[config.mk]
export PLATFORM = sky130hd
export DESIGN_NAME = htsd_queue
export DESIGN_NICKNAME = d
export VERILOG_FILES = /design/src/rtl/core/htsd_queue.sv
export SDC_FILE = /design/constraint.sdc
export NUM_CORES = 1
export LEC_CHECK = 0
export BUFFER_PORTS_ARGS = -buffer_cell sky130_fd_sc_hd__buf_2
export CORE_UTILIZATION = 25
export CTS_CLUSTER_DIAMETER = 30
export DETAILED_ROUTE_END_ITERATION = 10
export GPL_ROUTABILITY_DRIVEN = 0
export GPL_TIMING_DRIVEN = 0
export PLACE_DENSITY = 0.54
export SETUP_SLACK_MARGIN = 0.1
export SLEW_MARGIN = 20
export SYNTH_ARGS = -nofsm -noshare
export SYNTH_HDL_FRONTEND = slang
export SYNTH_SLANG_ARGS = --single-unit
[constraint.sdc]
create_clock -name clk -period 2.8 [get_ports clk]
set_clock_uncertainty 0.15 [all_clocks]
set_input_delay 0.28 -clock clk [delete_from_list [all_inputs] [get_ports clk]]
set_output_delay 0.28 -clock clk [all_outputs]
set_load 0.03 [all_outputs]
[src/rtl/core/htsd_queue.sv]
// Two-entry queue that decouples the front end from the back end.
module htsd_queue #(
  parameter int WIDTH = 21
) (
  input  logic             clk,
  input  logic             rst,
  input  logic             push,
  input  logic [WIDTH-1:0] wdata,
  input  logic             pop,
  output logic [WIDTH-1:0] rdata,
  output logic             full,
  output logic             empty
);

  logic [WIDTH-1:0] entries [2];
  logic             wr_ptr;
  logic             rd_ptr;
  logic [1:0]       count;

  always_ff @(posedge clk) begin
    if (rst) begin
      wr_ptr <= 1'b0;
      rd_ptr <= 1'b0;
      count  <= 2'd0;
    end else begin
      if (push) wr_ptr <= ~wr_ptr;
      if (pop)  rd_ptr <= ~rd_ptr;
      count <= count + 2'(push) - 2'(pop);
    end
  end

  always_ff @(posedge clk) begin
    if (push) entries[wr_ptr] <= wdata;
  end

  assign rdata = entries[rd_ptr];
  assign full  = (count == 2'd2);
  assign empty = (count == 2'd0);

endmodule

* Yosys cells after proc, flatten, opt, wreduce, memory -nomap -nowiden
Memory sizes are Yosys's and may differ from the RTL's. A register that Yosys moved wholly into a read port is not among the register bits.
Index checks and enable logic that the tools add are counted.
** Word-level totals
- Input port bits :: 25
- Memories :: 1
- Output and inout port bits :: 23
- Bits in registers :: 4
- Memory bits (writable) :: 42
- Logic and storage cells :: 14
** Cells by class
- Reduce and logical (&&, ||, !) cells :: 1
- Bitwise gates (word level) :: 2
- Multiplexer cells :: 4
- Add/subtract/negate cells :: 2
- Equality and inequality tests :: 1
** Memory list
- entries :: words 2, bits a word 21, rd ports 1, clocked after Yosys merged registers in 1, write ports 1, line 15 : logic [WIDTH-1:0] entries [2];
** Operators by type and width (count)
- 1-bit two-way mux :: 4
- 2-bit by 1-bit adder with 2-bit output :: 1
- 2-bit == test, second input constant :: 1
- 2-bit logical NOT :: 1
- 1-bit inverter :: 2
- 2-bit by 1-bit subtractor with 2-bit output :: 1

* Longest topological paths before layout
- Word-level depth :: 3
- Depth in mapped cells :: 6
- Mapped depth without buffers :: 6

* Worst setup path after synthesis
Ideal clock, no wire load.
- Kind :: register to register
- From :: reg wr_ptr
- To :: mem entries[0][0], enable pin
- Path slack :: 0.965 ns
- Clock period less this slack :: 1.835 ns
- Buffers on the path :: 0
- Data arrival time :: 1.284 ns
- Required time :: 2.249 ns
- Cell stages (with the launch flop) :: 2
- Setup time :: 0.401 ns
- Path through :: dfxtp_1 nor2b_1
** RTL lines
- start, declared :: line 16 : logic wr_ptr;
- start signal, assigned :: line 26 : if (push) wr_ptr <= ~wr_ptr;
- end, declared :: line 15
No word-level cell before the write port.

==> key figures <==
Global route
  • Largest net degree at the start of global routing: 22
  • Initial antenna violation count: 0
  • Global route overflow: 0
  • Overall Global Routing Usage: a little under a tenth
  • Vias in the first global route: around 1000
  • Global-route wire length before repair: 4800 µm

STA
  • Fmax: ~0.56 GHz
  • Slew at the pin closest to its max-slew limit: around 1.0 ns
  • RSZ-0062 raised after global routing: no
  • Max Slew Vio Count: 0
  • Final setup vio count: 0
  • Hold_ws: 0.0299 ns
  • Slew headroom: approximately 32%
  • Final period utilization: 64.3%
  • Fin Setup TNS: 0 ns
  • Final worst setup slack: roughly 1.0 ns
  • Fin. Hold Viols: 0
  • Clock period minus worst slack: about 1.8 ns

Critical path
  • Levels on crit path: 3
  • Slowest stage cell, crit path: dfxtp_1
  • Reg2Reg Setup Slack: 1.06 ns
  • Worst setup SP type: register
  • Bufs and invs on worst path: 2
  • Reg-to-reg startpoint: wr_ptr
  • Crit-path cells: buf_6 -> mux2_2 -> buf_2
  • CP arrival: 1.37 ns
  • Max FO, Critical Path: 10
  • CP required: approximately 2.4 ns
  • CP Class: reg -> out
  • R2R cell count: 1
  • Setup crit end kind: output pin
  • Crit path max-delay family: flip-flops
  • Critical Path Max Stage Delay: around 0.39 ns
  • R2R Path End: entries[1][1]

Synthesis
  • Netlist cell types: 11
  • Post-synth EDFFs: 42
  • Cells after synthesis: 86
  • Largest area contributor in the netlist: edfxtp_1
  • Yosys reg bits: 47
  • Post-synth top area share: between 70% and 80%
  • Syn Nets: between 100 and 150
  • Synth Warn #: 0
  • Post-Syn Area per Cell: 20.2 µm²
  • Synth cell count leaders: 42 x edfxtp_1, 21 x mux2_2, 5 x dfxtp_1, 5 x nor2_1, 3 x nor2b_1
  • Top-count cell post-synth: edfxtp_1
  • Sequential share of the synthesized area: around four fifths
  • Post-Syn Area: approximately 0.0017 mm²
  • Synth top area cells: edfxtp_1 73%, mux2_2 14%, dfxtp_1 5.8%
  • Ys flop type: edfxtp_1
  • Fraction of registers with async set/reset: 0%

Pwr
  • Internal Dissipation: approximately 0.0012 W
  • Pleak: roughly 0.83 nW
  • Sequential power share: a little over half
  • Combinational share of power: 17.0%
  • Sw Ratio: ~24%
  • Pwr dens: 714 mW/mm²
  • NetSw: approximately 0.00038 W
  • Worst vdd ir: 0.239 mV
  • Clk pwr share: 29.9%

Clock tree
  • TritonCTS Buffers: 5
  • Worst-Skew Late Latency: 0.28 ns
  • Resized Gates After CTS: 0
  • Postcts setup bufs: 0
  • CTS tree: yes
  • Hold_buf cts: 0
  • CTS max path bufs: 2
  • Worst-path clk slew: about 0.08 ns
  • Max H-tree Level: 2
  • CTS Sinks: 47
  • CTS root buffer: clkbuf_8

Run status
  • Outcome: completed

Placement
  • PortBufs: 47
  • Hpwl dp: between 2000 and 2500 µm
  • Dpl cells: around 210
  • Place WS: about 0.95 ns

Floorplanning
  • Die X: between 80 and 90 µm
  • CORE AREA: 0.00676 mm²
  • Die area: approximately 0.0073 mm²
  • Initial Util: roughly a quarter
  • Ports: 48
  • Num rows: 30
  • Die Ht: roughly 85 µm

Flow run
  • Max-cap viol count: 0

Final layout
  • Ratio of cells with drive above 1 in the final layout: between 50% and 60%
  • Synthesis-to-layout area growth: 26.4%
  • Diodes inserted: 0
  • Non-Filler Instances: around 220
  • NumNets Final: 168

Min path
  • Worst Hold Depth: 1
  • Worst hold path type: in -> reg
  • Hold Crit Start: wdata[10]
  • Hold Path End: entries[1][10]

Routing
  • Drt wl/cell: ~13 µm
  • 1st-pass router iterations: 4
  • DRT iter0 DRCs: 16
  • Vias per std cell: 4.07
  • DR vias: approximately 900
  • Antenna Nets Post-Route: 0
  • Drt drc: 0
  • Total Wirelength: 2940 µm
-- stage by stage --
stage                     total power [W]  cell area (µm²)  utilization, %
after floorplan                   0.00103             1740               -
after detailed placement          0.00112             2090            30.9
after CTS                         0.00160             2200            32.5
after global placement            0.00110             2070            30.7
after global routing              0.00165             2200            32.5
final                             0.00157             2200            32.5
-- flip-flops by register name (all words and copies together) (netlist names), named ones only --
| signal | flops |
|---|---|
| rd_ptr | 1 |
| count | 2 |
| entries | 42 |
| wr_ptr | 1 |
-- power groups by stage --
stage / combinational [W] / clock, W / sequential, W
global route: 0.000288 / 0.000520 / 0.000839
CTS: 0.000272 / 0.000493 / 0.000834
global placement: 0.000257 / 0 / 0.000847
detailed placement: 0.000272 / 0 / 0.000850
finish: 0.000266 / 0.000468 / 0.000833
floorplan: 0.000188 / 0 / 0.000845
-- layout make-up --
class,count,area [µm²]
flip-flops and latches,47,1360
repair buffers,48,250
inverters,2,7.51
well taps,80,100
clock buffers,7,76.3
clock inverters,1,30.0
fillers,691,4560
multi-input cells,35,348
plain buffers,2,22.5
-- worst max path at each step --
stage | slack (ns) | endpoint
2_1_floorplan | 0.96 | entries[0][0]
3_3_place_gp | 0.39 | entries[0][6]
3_5_place_dp | 0.95 | entries[1][9]
4_1_cts | 0.97 | rdata[11]
5_1_grt | 0.91 | entries[1][9]
6_report | 1.00 | rdata[11]
-- cell families after synthesis --
logic type    share of synthesized area [%]
mux                                    13.6
flops                                  78.4
buf+inv                                1.73
fa+ha+maj                              1.44
simple gates                           2.52
xor+xnor                               2.31
-- cell usage in the layout (no fill, tap or decap) --
master | synthesis | final
bufinv_16 | 0 | 1
nor2_1 | 5 | 5
nor2b_2 | 0 | 1
mux2_2 | 21 | 21
xnor2_1 | 2 | 2
xnor3_1 | 1 | 1
buf_8 | 0 | 1
clkbuf_8 | 0 | 5
nor2b_1 | 3 | 2
buf_6 | 2 | 2
clkbuf_1 | 0 | 2
and2_1 | 1 | 1
edfxtp_1 | 42 | 42
inv_1 | 2 | 2
dfxtp_1 | 5 | 5
buf_2 | 0 | 47
ha_1 | 2 | 2
-- routing by layer --
layer | routed length, µm | track usage (%) | up-vias
met1 | 1010 | 8.35 | 437
met5 | 0 | 0 | -
met4 | 35 | 3.64 | 0
met2 | 1720 | 17.5 | 28
met3 | 177 | 3.50 | 5
li1 | - | - | 433
(Power assumes the default switching activity.)
